`src/design/kcl_pkg.sv`:
```
`timescale 1ns / 1ps
// Shared types and constants for the keypad code lock.
// No dependencies.
package kcl_pkg;

   localparam int KEY_W = 8;

   localparam logic [KEY_W-1:0] EMPTY_KEY = 8'h66;
   localparam logic [KEY_W-1:0] STAR_KEY  = 8'h2A;
   localparam logic [KEY_W-1:0] HASH_KEY  = 8'h23;

   localparam logic [1:0] MODE_KEY   = 2'd0;
   localparam logic [1:0] MODE_STORE = 2'd1;
   localparam logic [1:0] MODE_CHECK = 2'd2;

   typedef enum logic [2:0] {
      ST_NOT_FILLED = 3'd0,
      ST_FILLED     = 3'd1,
      ST_SET_MODE   = 3'd2,
      ST_VALID      = 3'd3,
      ST_INVALID    = 3'd4
   } status_type;

endpackage

```
`src/design/keypad_code_lock.sv`:
```
`timescale 1ns / 1ps
// Keypad code lock: entry buffer, stored code list and status logic.
// Depends on kcl_pkg.
//
// Usage:
//   req_ channel carries one word per keypad event: req_mode selects key press,
//   store entered code or check entered code; req_key is the key character
//   (0x66 = key released), looked at only for key presses.
//   rsp_ channel returns exactly one word per request: rsp_status.
//   A request is taken into an input register; when the result register
//   can advance, it is evaluated against the entry buffer and stored codes,
//   which it updates, and the result register is loaded. Throughput is one
//   word per cycle while rsp_stall is low, set by the single evaluation stage.
//   When rsp_stall holds the result, the input register still fills, and
//   req_stall rises only once both registers are occupied.
//   Reset (synchronous, active high) empties the entry buffer, sets every
//   stored code to all 0x66 and drops both valid flags.
module keypad_code_lock
   import kcl_pkg::*;
#(
   parameter int CODE_LEN   = 4,
   parameter int CODE_SLOTS = 4
) (
   input  logic             clock,
   input  logic             reset,
   input  logic             req_valid,
   output logic             req_stall,
   input  logic [1:0]       req_mode,
   input  logic [KEY_W-1:0] req_key,
   output logic             rsp_valid,
   input  logic             rsp_stall,
   output logic [2:0]       rsp_status
);

   typedef logic [CODE_LEN-1:0][KEY_W-1:0] code_type;

   localparam code_type EMPTY_CODE = {CODE_LEN{EMPTY_KEY}};

   logic             in_valid_ff;
   logic [1:0]       in_mode_ff;
   logic [KEY_W-1:0] in_key_ff;

   code_type   entry_ff, entry_in;
   code_type   codes_ff [CODE_SLOTS];
   code_type   codes_in [CODE_SLOTS];
   logic       codes_we;

   logic       rsp_valid_ff;
   status_type rsp_status_ff, rsp_status_in;

   logic       advance;
   logic       do_item;

   assign advance   = !rsp_valid_ff || !rsp_stall;
   assign do_item   = advance && in_valid_ff;
   assign req_stall = in_valid_ff && !advance;

   assign rsp_valid  = rsp_valid_ff;
   assign rsp_status = rsp_status_ff;

   always_comb begin
      code_type filled;
      logic     found;
      logic     last;
      logic     ok;
      logic     hit;
      filled = entry_ff;
      found  = 1'b0;
      last   = 1'b0;
      ok     = 1'b1;
      hit    = 1'b0;
      for (int i = 0; i < CODE_LEN; i++) begin
         if (!found && entry_ff[i] == EMPTY_KEY) begin
            filled[i] = in_key_ff;
            found     = 1'b1;
            last      = (i == CODE_LEN - 1);
         end
         if (entry_ff[i] == STAR_KEY || entry_ff[i] == HASH_KEY ||
             entry_ff[i] == EMPTY_KEY) begin
            ok = 1'b0;
         end
      end
      for (int s = 0; s < CODE_SLOTS; s++) begin
         if (codes_ff[s] == entry_ff) begin
            hit = 1'b1;
         end
      end
      codes_in[0] = entry_ff;
      for (int s = 1; s < CODE_SLOTS; s++) begin
         codes_in[s] = codes_ff[s-1];
      end

      entry_in      = entry_ff;
      codes_we      = 1'b0;
      rsp_status_in = ST_NOT_FILLED;
      case (in_mode_ff)
         MODE_KEY: begin
            if (in_key_ff != EMPTY_KEY) begin
               if (found && last) begin
                  entry_in      = filled;
                  rsp_status_in = ST_FILLED;
               end else if (filled[0] == STAR_KEY && filled[1] == STAR_KEY) begin
                  entry_in      = EMPTY_CODE;
                  rsp_status_in = ST_SET_MODE;
               end else begin
                  entry_in = filled;
               end
            end
         end
         MODE_STORE: begin
            entry_in      = EMPTY_CODE;
            codes_we      = ok;
            rsp_status_in = ok ? ST_VALID : ST_INVALID;
         end
         MODE_CHECK: begin
            entry_in      = EMPTY_CODE;
            rsp_status_in = (ok && hit) ? ST_VALID : ST_INVALID;
         end
         default: begin
            rsp_status_in = ST_NOT_FILLED;
         end
      endcase
   end

   always_ff @(posedge clock) begin
      if (reset) begin
         in_valid_ff <= 1'b0;
      end else if (!req_stall) begin
         in_valid_ff <= req_valid;
      end
      if (req_valid && !req_stall) begin
         in_mode_ff <= req_mode;
         in_key_ff  <= req_key;
      end
   end

   always_ff @(posedge clock) begin
      if (reset) begin
         rsp_valid_ff <= 1'b0;
         entry_ff     <= EMPTY_CODE;
         for (int s = 0; s < CODE_SLOTS; s++) begin
            codes_ff[s] <= EMPTY_CODE;
         end
      end else begin
         if (advance) begin
            rsp_valid_ff <= in_valid_ff;
         end
         if (do_item) begin
            entry_ff <= entry_in;
            if (codes_we) begin
               for (int s = 0; s < CODE_SLOTS; s++) begin
                  codes_ff[s] <= codes_in[s];
               end
            end
         end
      end
      if (do_item) begin
         rsp_status_ff <= rsp_status_in;
      end
   end

   // entry buffer always fills from the low end: no key after an empty slot
   logic entry_gap;
   always_comb begin
      logic seen_empty;
      seen_empty = 1'b0;
      entry_gap  = 1'b0;
      for (int i = 0; i < CODE_LEN; i++) begin
         if (entry_ff[i] == EMPTY_KEY) begin
            seen_empty = 1'b1;
         end else if (seen_empty) begin
            entry_gap = 1'b1;
         end
      end
   end

   a_entry_contiguous: assert property (@(posedge clock) disable iff (reset)
      !entry_gap)
      else $error("entry buffer has a key after an empty slot");

   a_store_check_clears: assert property (@(posedge clock) disable iff (reset)
      (do_item && (in_mode_ff == MODE_STORE || in_mode_ff == MODE_CHECK))
      |=> entry_ff == EMPTY_CODE)
      else $error("entry buffer not emptied after store or check");

   a_codes_stable: assert property (@(posedge clock) disable iff (reset)
      !(do_item && codes_we) |=> codes_ff[0] == $past(codes_ff[0]))
      else $error("stored code changed without a valid store");

   a_result_follows_item: assert property (@(posedge clock) disable iff (reset)
      do_item |=> rsp_valid_ff)
      else $error("processed word produced no result");

endmodule
```
`config.mk`:
```
export PLATFORM = sky130hd
export DESIGN_NAME = keypad_code_lock
export DESIGN_NICKNAME = d
export VERILOG_FILES = /design/src/design/kcl_pkg.sv /design/src/design/keypad_code_lock.sv
export SDC_FILE = /design/constraint.sdc
export NUM_CORES = 1
export LEC_CHECK = 0
export CAP_MARGIN = 10
export CORE_AREA = 2 2 100 150
export DETAILED_ROUTE_END_ITERATION = 7
export DIE_AREA = 0 0 102 152
export DONT_BUFFER_PORTS = 1
export PLACE_DENSITY = 0.81
export SLEW_MARGIN = 20
export SYNTH_ARGS = -nofsm -noshare
export SYNTH_HDL_FRONTEND = slang
export SYNTH_SLANG_ARGS = --single-unit
```
`constraint.sdc`:
```
create_clock -name clock -period 4.1 [get_ports clock]
set_input_delay 0.205 -clock clock [delete_from_list [all_inputs] [get_ports clock]]
set_output_delay 0.205 -clock clock [all_outputs]
set_load 0.03 [all_outputs]
```
==> run metrics, run 1 <==
clk root buf clkbuf_16; H-tree levels 4; Die W 102 µm; worst slack, placed 1.01 ns; fmax 318 MHz; worst hold path type in2reg; critical path's slowest cell dfxtp_1; Antenna Diode Count 0; CP max stage delay 0.71 ns; Synth Flop Type edfxtp_1; CP max FO 75; WHS 0.0436 ns; Pwr per Cell Area 418 nW/µm²; DRT Wirelength 17000 µm; vias in the first global route 5066; Final min period 3.14 ns; Comb power frac 5.1%; reg2reg end codes_ff[0][6]; Leak 3.17 nW; Distinct cells, synth 55; Critical Path Sink Type flop; Pre-antenna DRT Iters 5; fraction of layout cells with a size suffix above 1 7.39%; number of port buffers 0; Fin. Hold Viols 0; postcts setup bufs 0; number of flops mapped to enable cells by yosys 141; mapped cell area 8390 µm²; chip height 152 µm; CTS tree built; vias per cell 5.65; GP Congestion 0.910; dpl hpwl 11700 µm; initial antenna violation count 0; worst-margin pin slew 0.789 ns; Longest Clk Path Bufs 2; R2R cell count 7; Num Clock Sinks 175; critical path data required time 4.25 ns; net count after synthesis 695; switch share 21.9%; Max rail drop VDD 331 µV; post-synthesis sequential area ratio 58.6%; clk_lat worst skew 0.42 ns; Routed Antenna Nets 0; DRC 0; cts bufs inserted 17; GRT Residual Overflow 0; Nets 682; pin count of the biggest net entering global routing 86; cells after synthesis 677; post-cts gate resize count 0; Final Cycle Share 76.6%; Critical Path Start Type flop; Slew HR 47.3%; final clock skew 0.00910 ns; Worst Slack Setup Final 0.960 ns; clk slew on worst S/H paths 0.06 ns; die area 15500 µm²; Flop pwr share 52.3%; setup tns final 0 ns; fillers 1079; I/O Pins 19; max-slew violations 0; Mean Syn Cell Area 12.4 µm²; critical path startpoint codes_in[96]; Initial Util 58.6%; Area Overhead vs Synth 9.17%; first-pass GRT wire length 26800 µm; gr usage total 23.0%; 1st-iter DRT viols 424; endpoints failing setup 0; critical path arrival 3.29 ns; clock group share of total power 42.6%; critical-path cell list xnor2_1, nor4_1, a211o_1, nor4b_4, and4b_4, buf_12, nand2b_1; Synth Register Bits 175; crit path kind reg2reg; final instance area 9160 µm²; MaxCap Viol Count 0; vias 4935; Synth Warn # 0; R2R Setup Slk 0.96 ns; cell-internal power 2.99 mW; Post-synth ARST share 0%; NetSw 0.838 mW; RSZ-0062 raised after global routing false; CP Capture Point codes_ff[0][6]; Core Area 14300 µm²; status finished, final reports clean; FP Rows 54; reg-to-reg startpoint codes_in[96]; dpl cell area 8430 µm²; Avg WL per Cell 19.5 µm
-- cell families after synthesis --
family / synth area share, %
AND/OR/NAND/NOR: 19.3
XOR/XNOR: 13.7
flip-flops: 58.6
buffers and inverters: 3.51
AO/OA/AOI/OAI: 4.30
adder cells (fa/ha/maj): 0.597
-- area by class of cell --
class	instances	area, µm²	area share [%]
Timing Repair Buffer	17	185	2.02
Inverter	7	26.3	0.287
Multi-Input combinational cell	446	3190	34.8
Clock buffer	18	429	4.69
Tap cell	196	245	2.68
Sequential cell	175	4910	53.7
Clock inverter	14	165	1.80
-- registers in the layout, indices dropped and copies added, names as in the netlist --
signal	cells
codes_ff	128
codes_in	32
in_key_ff	8
in_mode_ff	2
in_valid_ff	1
rsp_status	3
rsp_valid	1
-- placed cells by master, fill, tap and decap left out, types with 4 or more instances in the layout --
| cell | synthesis | final |
|---|---|---|
| nor4b_1 | 4 | 4 |
| inv_1 | 7 | 7 |
| xor2_1 | 128 | 128 |
| ha_1 | 4 | 4 |
| nand4_1 | 9 | 9 |
| a21oi_1 | 17 | 17 |
| nor4bb_1 | 5 | 5 |
| clkinv_2 | 0 | 5 |
| edfxtp_1 | 141 | 141 |
| nand2_1 | 20 | 20 |
| nor2_1 | 23 | 23 |
| o21ai_0 | 16 | 16 |
| nand3b_1 | 5 | 5 |
| dfxtp_1 | 34 | 34 |
| nand2b_1 | 67 | 67 |
| clkbuf_16 | 0 | 17 |
| dlygate4sd3_1 | 0 | 13 |
| nor4_1 | 34 | 34 |
| and2_1 | 66 | 66 |
-- power by group through the flow --
| stage | registers (mW) | clock network, mW | logic (mW) |
|---|---|---|---|
| 4_1_cts | 2.00 | 1.64 | 0.194 |
| 6_report | 2.00 | 1.63 | 0.193 |
| 3_3_place_gp | 2.04 | 0 | 0.179 |
| 2_1_floorplan | 2.01 | 0 | 0.164 |
| 5_1_grt | 2.01 | 1.71 | 0.212 |
| 3_5_place_dp | 2.04 | 0 | 0.182 |
-- worst max-delay path: cells and delay by family, from the launching register on --
kind,cells,cell delay [ns]
compound gates,1,0.33
xor+xnor,1,0.18
buf+inv,1,0.33
flops,1,0.71
simple gates,4,1.24
-- how the worst min path moves through the flow --
| stage | startpoint | end | slack (ns) | depth (start not counted) |
|---|---|---|---|---|
| 6_report | reset | codes_in[104] | 0.04 | 2 |
| 5_1_grt | reset | codes_in[104] | 0.05 | 2 |
| 4_1_cts | reset | codes_in[104] | 0.03 | 2 |
| 3_5_place_dp | reset | rsp_valid | 0.28 | 1 |
| 3_3_place_gp | reset | rsp_valid | 0.28 | 1 |
| 2_1_floorplan | reset | in_valid_ff | 0.28 | 1 |
-- Yosys cell counts, drive strengths merged, types with 3 or more instances --
cell	count	area [µm²]
ha	4	50.1
xor2	128	1120
edfxtp	141	4230
xnor2	3	26.3
nand3	3	15.0
dfxtp	34	681
nor4b	5	58.8
clkbuf	12	47.6
and2	66	413
nor4	34	213
nand2b	67	419
nor2	23	86.3
a21o	3	30.0
nand4	9	56.3
inv	7	26.3
o21ai	17	85.1
and4bb	3	41.3
nand2	21	81.3
buf	37	220
nand3b	5	37.5
a21oi	18	93.8
nor3	3	26.3
nor4bb	5	50.1
-- what timing repair did --
action,4_1_cts,5_1_grt
hold buffers,13,0
hold endpoints to repair,26,0
setup endpoints to repair,0,0
-- metal layers --
layer	GRT usage, %	vias up	wire (µm)
met1	27.4	2451	6400
li1	-	2329	-
met2	40.1	126	9250
met3	3.77	29	737
met5	0	-	0
met4	10.2	0	595
-- through the flow --
| stage | cells | power, mW | utilization (%) |
|---|---|---|---|
| 3_5_place_dp | 828 | 2.22 | 58.9 |
| 3_3_place_gp | 828 | 2.22 | 58.9 |
| 4_1_cts | 873 | 3.83 | 63.9 |
| 2_1_floorplan | 677 | 2.18 | - |
| 5_1_grt | 873 | 3.93 | 63.9 |
| 6_report | 873 | 3.83 | 63.9 |
(Power assumes the default switching activity.)
==> run 2, diff against run 1 <==
==> constraint.sdc (replaced) <==
create_clock -name clock -period 3 [get_ports clock]
set_input_delay 0.15 -clock clock [delete_from_list [all_inputs] [get_ports clock]]
set_output_delay 0.15 -clock clock [all_outputs]
set_load 0.03 [all_outputs]
==> run metrics, run 2 (synthesis results as in run 1) <==
crit path kind reg2reg; Top reg by flops codes_ff; final core utilization 65.3%; WHS Endpoint codes_in[106]; clk root buf clkbuf_16; reg-to-reg startpoint codes_in[104]; 1st-iter DRT viols 353; GRT Residual Overflow 0; Slew HR 43.5%; GP Congestion 0.868; Worst Slack Setup Final 0.318 ns; DRC 0; final clock skew 0.00896 ns; Antenna Diode Count 0; worst-margin pin slew 0.835 ns; Routed Antenna Nets 0; Num Clock Sinks 175; Final min period 2.68 ns; FF/Latch Area 4910 µm²; I/O Pins 19; CP max FO 69; number of port buffers 0; Fin. Hold Viols 0; hold buffer count at CTS 13; die area 15500 µm²; H-tree levels 4; commonest non-fill, non-tap cell in the layout edfxtp_1; Multi-input gate area 3190 µm²; RSZ-0062 raised after global routing false; Nets 703; gr usage total 23.7%; clk slew on worst S/H paths 0.07 ns; max-slew violations 0; Max rail drop VDD 393 µV; CTS tree built; first-pass GRT wire length 27700 µm; initial antenna violation count 0; status finished, final reports clean; Final Cycle Share 89.4%; critical path data required time 3.17 ns; Pre-antenna DRT Iters 5; routing usage on met3 3.86%; dpl cells 849; Initial Util 58.6%; pin count of the biggest net entering global routing 70; worst hold path type in2reg; Final Non-Filler Cells 894; vias in the first global route 5249; FP Rows 54; vias 5072; fmax 373 MHz; MaxCap Viol Count 0; busiest grt layer met2; met2 Track Usage GR 39.9%; leading cell types in the layout, fill and taps excluded edfxtp_1 (141), xor2_1 (128), nand2b_1 (67); vias per cell 5.67; Critical Path Start Type flop; post-cts gate resize count 0; chip height 152 µm; Die W 102 µm; endpoints failing setup 0; cts bufs inserted 17; R2R cell count 7; fillers 1048; min-delay src reset; Leak 3.29 nW; Critical Path Sink Type flop; R2R Setup Slk 0.32 ns; DRT Wirelength 17400 µm; setup tns final 0 ns; met1 usage 29.0%; fraction of layout cells with a size suffix above 1 10.3%; Longest Clk Path Bufs 2; Area Overhead vs Synth 11.5%; max FFs per register 128; Core Area 14300 µm²; Pwr per Cell Area 560 nW/µm²; dpl hpwl 12400 µm; Avg WL per Cell 19.5 µm; reg2reg end codes_ff[0][42]; clk_lat worst skew 0.42 ns; worst slack, placed 0.330 ns; postcts setup bufs 0; Hold Path Depth 2; critical path arrival 2.85 ns
## run 2: power breakdown
group | internal, mW | switching (mW) | total, mW
clock network | 1.19 | 1.02 | 2.21
logic | 0.121 | 0.181 | 0.302
registers | 2.66 | 0.0585 | 2.72
total | 3.98 | 1.26 | 5.23
## run 2: stage by stage
stage          total power, mW  hold slack, ns  area, µm²
6_report                  5.23         0.00776       9350
5_1_grt                   5.39          0.0271       9350
4_1_cts                   5.25         0.00565       9350
3_5_place_dp              3.06           0.228       8630
3_3_place_gp              3.05           0.225       8630
2_1_floorplan             2.97           0.222       8400
## run 2: how the worst max path moves through the flow
stage               slack [ns]           from  depth (start not counted)              end
floorplan                 0.14  codes_in[115]                          6   codes_ff[0][0]
global placement          0.41  codes_in[108]                          6  codes_ff[0][10]
detailed placement        0.33  codes_in[108]                          6  codes_ff[0][42]
CTS                       0.32  codes_in[104]                          7  codes_ff[0][46]
global route              0.18  codes_in[104]                          7  codes_ff[0][46]
finish                    0.32  codes_in[104]                          7  codes_ff[0][42]
## run 2: metal layers
layer / part of all wire [%] / up-vias
met1: 39 / 2512
li1: - / 2371
met3: 3.6 / 44
met2: 53 / 145
met4: 4.8 / 0
met5: 0 / -
## run 2: layout make-up
| cell class | instances | area share (%) |
|---|---|---|
| repair buffers | 38 | 4.07 |
| multi-input cells | 446 | 34.1 |
| inverters | 7 | 0.281 |
| flip-flops and latches | 175 | 52.6 |
| clock inverters | 15 | 1.78 |
| clock buffers | 17 | 4.55 |
| well taps | 196 | 2.62 |
## run 2: worst max-delay path, stage by stage, from the launching register on
cell and delay (ns):
dfxtp_1 0.58, xnor2_1 0.18, nor3_1 0.06, a211o_1 0.36, nor4b_4 0.38, and4b_4 0.45
buf_12 0.27, nand2b_1 0.11
==> run 3, diff against run 2 <==
==> constraint.sdc (replaced) <==
create_clock -name clock -period 3 [get_ports clock]
set_input_delay 0 -clock clock [delete_from_list [all_inputs] [get_ports clock]]
set_output_delay 0 -clock clock [all_outputs]
set_load 0.03 [all_outputs]
==> run metrics, run 3 (synthesis results as in run 1) <==
Die W 102 µm; dpl cells 849; Nets 704; CTS tree built; endpoints failing setup 0; max-slew violations 0; crit path kind reg2reg; leading cell types in the layout, fill and taps excluded edfxtp_1 (141), xor2_1 (128), nand2b_1 (67); clk_lat worst skew 0.42 ns; worst hold path type in2reg; fraction of layout cells with a size suffix above 1 10.3%; clk root buf clkbuf_16; dpl hpwl 12400 µm; Pre-antenna DRT Iters 5; pin count of the biggest net entering global routing 70; die area 15500 µm²; DRC 0; Routed Antenna Nets 0; Total Power 5.24 mW; chip height 152 µm; CP max FO 69; Longest Clk Path Bufs 2; number of port buffers 0; I/O Pins 19; critical path's slowest cell dfxtp_1; first-pass GRT wire length 27700 µm; gr usage total 23.7%; setup tns final 0 ns; Max rail drop VDD 393 µV; worst-margin pin slew 0.824 ns; critical path arrival 2.85 ns; CP top delay family simple AND/OR/NAND/NOR gates; FP Rows 54; critical-path cell list and4bb_2, a211o_1, nor4b_4, and4b_4, buf_12, nand2b_1; GP Congestion 0.868; Initial Util 58.6%; GRT Residual Overflow 0; DRT Wirelength 17400 µm; 1st-iter DRT viols 414; Final Non-Filler Cells 895; final clock skew 0.00852 ns; Critical Path Sink Type flop; vias in the first global route 5256; CP max stage delay 0.55 ns; met2 wire len 9180 µm; Core Area 14300 µm²; critical path data required time 3.16 ns; vias 5057; max FFs per register 128; Critical Path Start Type flop; commonest non-fill, non-tap cell in the layout edfxtp_1; Top reg by flops codes_ff; top sig layer met4; cts bufs inserted 17; routed wl met3 696 µm; Final Cycle Share 89.6%; Fin. Hold Viols 0; RSZ-0062 raised after global routing false; Area Overhead vs Synth 11.6%; met1 WL 6710 µm; final core utilization 65.3%; Slew HR 44.3%; status finished, final reports clean; initial antenna violation count 0; Final min period 2.69 ns; fmax 372 MHz; H-tree levels 4; vias per cell 5.65; Pwr per Cell Area 560 nW/µm²; critical path startpoint codes_in[108]; min-delay src reset; Avg WL per Cell 19.4 µm; Worst Path Buf+Inv 1; Antenna Diode Count 0; postcts setup bufs 0; MaxCap Viol Count 0; Num Clock Sinks 175; reg-to-reg startpoint codes_in[108]; clk slew on worst S/H paths 0.07 ns; Leak 3.29 nW
-- run 3: changes by cell type in the layout (fill, tap and decap cells not counted), sizes merged --
cell	previous run	this run
dlygate4sd3	13	14
-- run 3: stage by stage --
step	hold slack (ns)	worst slack [ns]	instance area [µm²]
after floorplan	0.0724	0.139	8400
after detailed placement	0.0782	0.330	8630
after global routing	0.0256	0.185	9360
final	0.0162	0.311	9360
after global placement	0.0752	0.408	8630
after CTS	0.00987	0.316	9360
-- run 3: timing repair --
item | in CTS | in global routing
setup endpoints to repair | 0 | 0
hold buffers | 14 | 0
resized for setup | 0 | 0
hold endpoints to repair | 47 | 0
-- run 3: worst paths after layout --
check	slack [ns]	depth (start not counted)	endpoint
setup / recovery	0.31	6	codes_ff[0][46]
hold / removal	0.02	2	codes_ff[0][38]
setup reg to reg	0.31	6	codes_ff[0][46]
hold reg to reg	0.55	1	codes_ff[0][117]
-- run 3: area by class of cell --
type                            instances  area [µm²]
Timing Repair Buffer                   39         390
Clock inverter                         15         166
Clock buffer                           17         425
Tap cell                              196         245
Multi-Input combinational cell        446        3190
Inverter                                7        26.3
Fill cell                            1047        4960
Sequential cell                       175        4910
-- run 3: worst register-to-register path, delay by kind of cell, from the launching register on --
family                 cells  cell delay (ns)
and+or+nand+nor            4             1.29
buffers and inverters      1             0.28
AOI/OAI and AO/OA          1             0.32
DFF                        1             0.55
-- run 3: layer usage --
metal | vias up | global-route usage (%)
met1 | 2482 | 29.0
li1 | 2378 | -
met5 | - | 0
met2 | 154 | 40.0
met4 | 0 | 11.9
met3 | 43 | 3.86
-- run 3: power by group --
part           switching [mW]  total (mW)  internal [mW]
sequential             0.0587        2.72           2.66
clock                    1.02        2.21           1.19
combinational           0.181       0.303          0.122
